<file path="config.mk">
export PLATFORM = sky130hd
export DESIGN_NAME = sorted_priority_queue
export DESIGN_NICKNAME = d
export VERILOG_FILES = /design/src/spq_pkg.sv /design/src/spq_cell.sv /design/src/sorted_priority_queue.sv
export VERILOG_INCLUDE_DIRS = /design/src /design/src/src
export SDC_FILE = /design/constraint.sdc
export NUM_CORES = 2
export LEC_CHECK = 0
export ABC_AREA = 1
export BUFFER_PORTS_ARGS = -buffer_cell sky130_fd_sc_hd__clkbuf_2
export CAP_MARGIN = 0
export CORE_UTILIZATION = 45
export DETAILED_ROUTE_END_ITERATION = 8
export REMOVE_ABC_BUFFERS = 1
export SYNTH_ARGS = -nofsm -noshare
export SYNTH_HDL_FRONTEND = slang
export SYNTH_SLANG_ARGS = --single-unit
</file>
<file path="constraint.sdc">
create_clock -name clk -period 6.67 [get_ports clk]
set_input_delay 0.3335 -clock clk [delete_from_list [all_inputs] [get_ports clk]]
set_output_delay 0.3335 -clock clk [all_outputs]
set_load 0.005 [all_outputs]
</file>
<file path="src/sorted_priority_queue_macros.svh">
// assertion helpers for the sorted priority queue
`ifndef SORTED_PRIORITY_QUEUE_MACROS_SVH
`define SORTED_PRIORITY_QUEUE_MACROS_SVH

`ifndef SYNTHESIS
// property that holds in the same cycle
`define SPQ_ASSERT_NOW(lbl, expr, msg) \
  lbl: assert property (@(posedge clk) disable iff (rst) (expr)) else $error(msg);
// property that holds in the cycle after a trigger
`define SPQ_ASSERT_NEXT(lbl, trig, expr, msg) \
  lbl: assert property (@(posedge clk) disable iff (rst) (trig) |=> (expr)) else $error(msg);
`else
`define SPQ_ASSERT_NOW(lbl, expr, msg)
`define SPQ_ASSERT_NEXT(lbl, trig, expr, msg)
`endif

`endif

</file>
<file path="src/spq_pkg.sv">
`default_nettype none

package spq_pkg;

  localparam int DATA_W = 32;

  // request codes
  localparam logic REQ_INSERT = 1'b0;
  localparam logic REQ_REMOVE = 1'b1;

  // status codes
  localparam logic [1:0] STATUS_OK    = 2'd0;
  localparam logic [1:0] STATUS_FULL  = 2'd1;
  localparam logic [1:0] STATUS_EMPTY = 2'd2;

  // operation broadcast to every cell
  typedef struct packed {
    logic                     insert;
    logic                     remove;
    logic signed [DATA_W-1:0] value;
  } cmd_t;

  // state a cell shows its neighbors
  typedef struct packed {
    logic                     valid;
    logic signed [DATA_W-1:0] value;
    logic                     keep;
  } cell_t;

endpackage

`default_nettype wire

</file>
<file path="src/spq_cell.sv">
`default_nettype none

module spq_cell (
  input  wire logic          clk,
  input  wire logic          rst,
  input  wire spq_pkg::cmd_t  cmd,
  input  wire spq_pkg::cell_t left,
  input  wire spq_pkg::cell_t right,
  output spq_pkg::cell_t      state
);

  logic                             valid;
  logic signed [spq_pkg::DATA_W-1:0] value;
  logic                             keep;
  logic                             valid_next;
  logic signed [spq_pkg::DATA_W-1:0] value_next;

  // stored entry stays put when it is smaller than the new value
  assign keep = valid && (value < cmd.value);

  // next entry: hold, take the new value, shift up from left or down from right
  always_comb begin
    valid_next = valid;
    value_next = value;
    if (cmd.insert) begin
      if (!keep) begin
        if (left.keep) begin
          valid_next = 1'b1;
          value_next = cmd.value;
        end else begin
          valid_next = left.valid;
          value_next = left.value;
        end
      end
    end else if (cmd.remove) begin
      valid_next = right.valid;
      value_next = right.value;
    end
  end

  // occupancy flag
  always_ff @(posedge clk) begin
    if (rst) begin
      valid <= 1'b0;
    end else begin
      valid <= valid_next;
    end
  end

  // entry payload
  always_ff @(posedge clk) begin
    value <= value_next;
  end

  assign state = '{valid: valid, value: value, keep: keep};

endmodule

`default_nettype wire

</file>
<file path="src/sorted_priority_queue.sv">
// sorted min-priority queue built as a row of compare-and-shift cells
// result: registered, shown in the cycle after its request is accepted
// throughput: one request per cycle while out_ready stays high; every cell
//   compares against the request in parallel, so no step waits on the row
// reset: clears the entry count, out_valid and every cell's occupancy flag;
//   entry payloads are left undefined until written
`default_nettype none

module sorted_priority_queue #(
  parameter int CAPACITY = 16
) (
  input  wire logic        clk,
  input  wire logic        rst,
  input  wire logic        in_valid,
  output logic             in_ready,
  input  wire logic        req_type,
  input  wire logic signed [31:0] value,
  output logic             out_valid,
  input  wire logic        out_ready,
  output logic signed [31:0] removed_value,
  output logic signed [31:0] min_value,
  output logic             min_valid,
  output logic [4:0]       count,
  output logic [1:0]       status
);

  localparam int CNT_W = $clog2(CAPACITY + 1);

  spq_pkg::cmd_t  cmd;
  spq_pkg::cell_t cells [CAPACITY];
  spq_pkg::cell_t edge_left;
  spq_pkg::cell_t edge_right;

  logic [CNT_W-1:0] cnt;
  logic [CNT_W-1:0] cnt_next;
  logic             accept;
  logic             full;
  logic             empty;
  logic             rm_empty;
  logic [1:0]       status_next;
  logic signed [31:0] removed_next;

  // a new word enters once the previous result is gone or leaving
  assign in_ready = !out_valid || out_ready;
  assign accept   = in_valid && in_ready;
  assign full     = (cnt == CNT_W'(CAPACITY));
  assign empty    = (cnt == '0);
  assign rm_empty = accept && (req_type == spq_pkg::REQ_REMOVE) && empty;

  // request decode, dropped requests reach no cell
  always_comb begin
    cmd.insert   = accept && (req_type == spq_pkg::REQ_INSERT) && !full;
    cmd.remove   = accept && (req_type == spq_pkg::REQ_REMOVE) && !empty;
    cmd.value    = value;
    cnt_next     = cnt;
    status_next  = spq_pkg::STATUS_OK;
    removed_next = '0;
    if (req_type == spq_pkg::REQ_INSERT) begin
      if (full) begin
        status_next = spq_pkg::STATUS_FULL;
      end else begin
        cnt_next = cnt + 1'b1;
      end
    end else begin
      if (empty) begin
        status_next = spq_pkg::STATUS_EMPTY;
      end else begin
        cnt_next     = cnt - 1'b1;
        removed_next = cells[0].value;
      end
    end
  end

  // boundaries of the row
  assign edge_left  = '{valid: 1'b0, value: '0, keep: 1'b1};
  assign edge_right = '{valid: 1'b0, value: '0, keep: 1'b0};

  // row of cells, index 0 holds the minimum
  for (genvar i = 0; i < CAPACITY; i++) begin : g_cell
    spq_pkg::cell_t left_in;
    spq_pkg::cell_t right_in;
    if (i == 0) begin : g_first
      assign left_in = edge_left;
    end else begin : g_inner_l
      assign left_in = cells[i-1];
    end
    if (i == CAPACITY - 1) begin : g_last
      assign right_in = edge_right;
    end else begin : g_inner_r
      assign right_in = cells[i+1];
    end
    spq_cell u_cell (
      .clk   (clk),
      .rst   (rst),
      .cmd   (cmd),
      .left  (left_in),
      .right (right_in),
      .state (cells[i])
    );
  end

  // entry count and result word
  always_ff @(posedge clk) begin
    if (rst) begin
      cnt       <= '0;
      out_valid <= 1'b0;
    end else begin
      if (accept) begin
        cnt       <= cnt_next;
        out_valid <= 1'b1;
      end else if (out_ready) begin
        out_valid <= 1'b0;
      end
    end
  end

  always_ff @(posedge clk) begin
    if (accept) begin
      removed_value <= removed_next;
      status        <= status_next;
    end
  end

  // state is frozen while a result waits, so the minimum reads live
  assign min_valid = cells[0].valid;
  assign min_value = cells[0].valid ? cells[0].value : '0;
  assign count     = 5'(cnt);

`include "sorted_priority_queue_macros.svh"

  `SPQ_ASSERT_NOW(a_head_matches_count, cells[0].valid == (cnt != '0), "head flag vs count")
  `SPQ_ASSERT_NOW(a_tail_matches_full, cells[CAPACITY-1].valid == full, "tail flag vs full")
  `SPQ_ASSERT_NOW(a_stall_blocks_input, !(out_valid && !out_ready && in_ready), "stalled input")
  `SPQ_ASSERT_NEXT(a_empty_flag, rm_empty, status == spq_pkg::STATUS_EMPTY, "empty not flagged")
  `SPQ_ASSERT_NEXT(a_insert_grows, cmd.insert, cnt == $past(cnt) + 1'b1, "insert did not grow")

endmodule

`default_nettype wire
</file>
==> impl_metrics.env <==
export IMPL_dr_pass1_iters=7
export IMPL_via_per_inst=4.97
export IMPL_grt_pass1_vias=33222
export IMPL_maxCapViolCount=0
export IMPL_routed_wl_mm=113
export IMPL_topRoutingLayerUsed="met4"
export IMPL_final_antenna_net_count=0
export IMPL_diodes=0
export IMPL_dp_hpwl_mm=83.6
export IMPL_start_util=0.457
export IMPL_crit_required_ps=7150
export IMPL_place_congestion=0.848
export IMPL_ir_drop_uv=155
export IMPL_hold_ws_ps=80.0
export IMPL_synth_area_um2=41300
export IMPL_crit_chain="nor4_2 -> nand2_1 -> nand2_4 -> buf_4 -> buf_4 -> buf_4 -> nand2_1 -> nand2_1"
export IMPL_instances_no_fill=6868
export IMPL_core_um2=90400
export IMPL_grt_pass1_wl_mm=181
export IMPL_fill_cells=8899
export IMPL_ys_seq_area_frac=0.408
export IMPL_rsz0062_at_grt="no"
export IMPL_post_route_period_util=0.628
export IMPL_hold_path_class="input port to register"
export IMPL_register_area_um2=16800
export IMPL_clockBufferDepth=3
export IMPL_layout_min_cycle_time_ps=4190
export IMPL_initialDrtViolationCount=2251
export IMPL_cts_tree="done"
export IMPL_insertion_delay_ps=620
export IMPL_drive_gt1_frac=0.0552
export IMPL_crit_family="buffers and inverters"
export IMPL_netlist_top_cells_area="edfxtp_1, nand2_1, ha_1"
export IMPL_ys_ff_latch=568
export IMPL_grt_start_max_net_pins=91
export IMPL_p_per_area_nw_per_um2=280
export IMPL_synthCells=5578
export IMPL_slowest_delay_ps=870
export IMPL_critPathKind="register to register"
export IMPL_slew_violations=0
export IMPL_cts_sinks=568
export IMPL_met2_length_mm=51.4
export IMPL_setup_tns_ps=0
export IMPL_postCtsSetupRepairBufs=0
export IMPL_grt_overflow_total=0
export IMPL_grt_antenna_before_repair=0
export IMPL_synth_cell_types=39
export IMPL_area_delta_synth_final_pct=9.39
export IMPL_finalSetupViolations=0
export IMPL_fp_dieArea_um2=93000
export IMPL_worst_pin_slew_ps=1040
export IMPL_cpMaxStageDelayCell="buf_4"
export IMPL_yosys_area_top_type="edfxtp_1"
export IMPL_track_usage=0.242
export IMPL_cts_clk_slew_worst_paths_ps=60
export IMPL_die_w_um=305
export IMPL_dp_cells=6740
export IMPL_cts_resized=0
export IMPL_num_rows=110
export IMPL_multi_input_area_um2=20900
export IMPL_crit_fanout=90
export IMPL_wire_per_inst_um=16.4
export IMPL_end_kind="register"
export IMPL_cts_max_level=3
export IMPL_m1WireLength_mm=53.9
export IMPL_syn_area_per_cell_um2=7.40
export IMPL_status="completed"
export IMPL_worstPathArrival_ps=4670
export IMPL_yosysWarnings=0
export IMPL_power_total_mw=12.6
export IMPL_final_core_utilization=0.500
export IMPL_port_buffers=110
export IMPL_clock_fmax_mhz=239
export IMPL_cp_start_kind="register"
export IMPL_via_count=34129
export IMPL_numCtsBuffers=71
export IMPL_met3_length_mm=5.55
export IMPL_leakage_nw=26.1
export IMPL_cp_num_buf_inv=3
export IMPL_drc_errors=0
export IMPL_io_pins=111
export IMPL_final_nets=6176
export IMPL_fin_skew_ps=30.8
export IMPL_yosysTopAreaCellShare=0.397
export IMPL_slew_headroom=0.308
export IMPL_die_h_um=305
export IMPL_hold_viol=0
export IMPL_clock_root_buffer="clkbuf_16"
## worst paths after layout
kind / startpoint / end / slack (ps) / cells after the start
worst max register to register: count[3]$_SDFFE_PP0P_ / g_cell[13].u_cell.value[3]$_DFFE_PP_ / 2480 / 8
worst max-delay path: count[3]$_SDFFE_PP0P_ / g_cell[13].u_cell.value[3]$_DFFE_PP_ / 2480 / 8
worst min-delay path: in_valid / out_valid$_SDFFE_PP0P_ / 80 / 3
worst min register to register: out_valid$_SDFFE_PP0P_ / out_valid$_SDFFE_PP0P_ / 520 / 2
## metrics by stage
stage | worst slack, ps | cell area, um2
final | 2480 | 45200
after detailed placement | 2130 | 42900
after CTS | 2530 | 45200
after global routing | 2320 | 45200
after floorplan | -9530 | 40300
after global placement | 2180 | 42900
## cell type report
cell class | instances | share of cell area
multi-input cells | 4129 | 0.462
flip-flops and latches | 568 | 0.373
inverters | 680 | 0.0566
clock buffers | 102 | 0.0455
well taps | 1176 | 0.0326
repair buffers | 189 | 0.0254
clock inverters | 24 | 0.00532
## where the power goes
part           switching, mW  leakage [nW]  total [mW]  internal (mW)
registers              0.436          5.39        5.20           4.76
logic                   2.33          19.6        3.55           1.22
clock network           1.60          1.13        3.89           2.30
total                   4.36          26.1        12.6           8.28
## synth_stat cells (all sizes together)
cell    number
nor2       170
fa           1
inv        680
buf        128
o311a        1
nand4       21
xnor2        2
edfxtp     546
o211ai       5
mux2i        5
o21a        12
clkbuf      73
nor3        24
a22oi        1
nor4         2
o21ai      134
nand3b       5
and3         1
nand3       77
ha         499
dfxtp       22
nor3b        2
a31oi        6
xor2         1
nand2     2890
a21o         1
o31ai       15
a21oi      254
## logic make-up (layout without fill, tap and decap cells)
| kind of cell | Yosys count | count (layout) | synth area share |
|---|---|---|---|
| AOI/OAI and AO/OA | 429 | 429 | 0.0544 |
| xor gates and xnor gates | 3 | 3 | 0.000636 |
| adders and majority gates | 500 | 500 | 0.152 |
| buffers and inverters | 881 | 995 | 0.0872 |
| DFF | 568 | 568 | 0.408 |
| muxes | 5 | 5 | 0.00121 |
| and+or+nand+nor | 3192 | 3192 | 0.297 |
## cell usage in the layout, fill, tap and decap left out, drive strengths merged, types with 6 or more instances in the layout
cell type	Yosys	final
ha	499	499
o21a	12	12
buf	128	77
nand3	77	77
nor2	170	170
o31ai	15	15
dfxtp	22	22
o21ai	134	134
a21oi	254	254
nor3	24	24
nand2	2890	2890
nand4	21	21
a31oi	6	6
inv	680	682
clkbuf	73	212
clkinv	0	16
edfxtp	546	546
## layer usage
metal	vias up	GRT usage
li1	17789	-
met1	15461	0.338
met2	760	0.403
met3	119	0.0248
met4	0	0.0560
met5	-	0
## state kept, by name (all words and copies together) (netlist names)
signal	count
removed_value	32
g_cell.u_cell.valid	16
count	5
status	2
out_valid	1
g_cell.u_cell.value	512
## what timing repair did
| action | CTS | global route |
|---|---|---|
| setup endpoints to repair | 0 | 0 |
| endpoints found under the hold margin | 2 | 0 |
| hold buffers | 2 | 0 |
## worst reg2reg max path, cell delays in order (launching register included)
cell and delay, ps:
dfxtp_1 350, nor4_2 380, nand2_1 170, nand2_4 500, buf_4 680, buf_4 690, buf_4 920, nand2_1 240
nand2_1 110
Note: power is estimated with default switching activity, not from simulation.
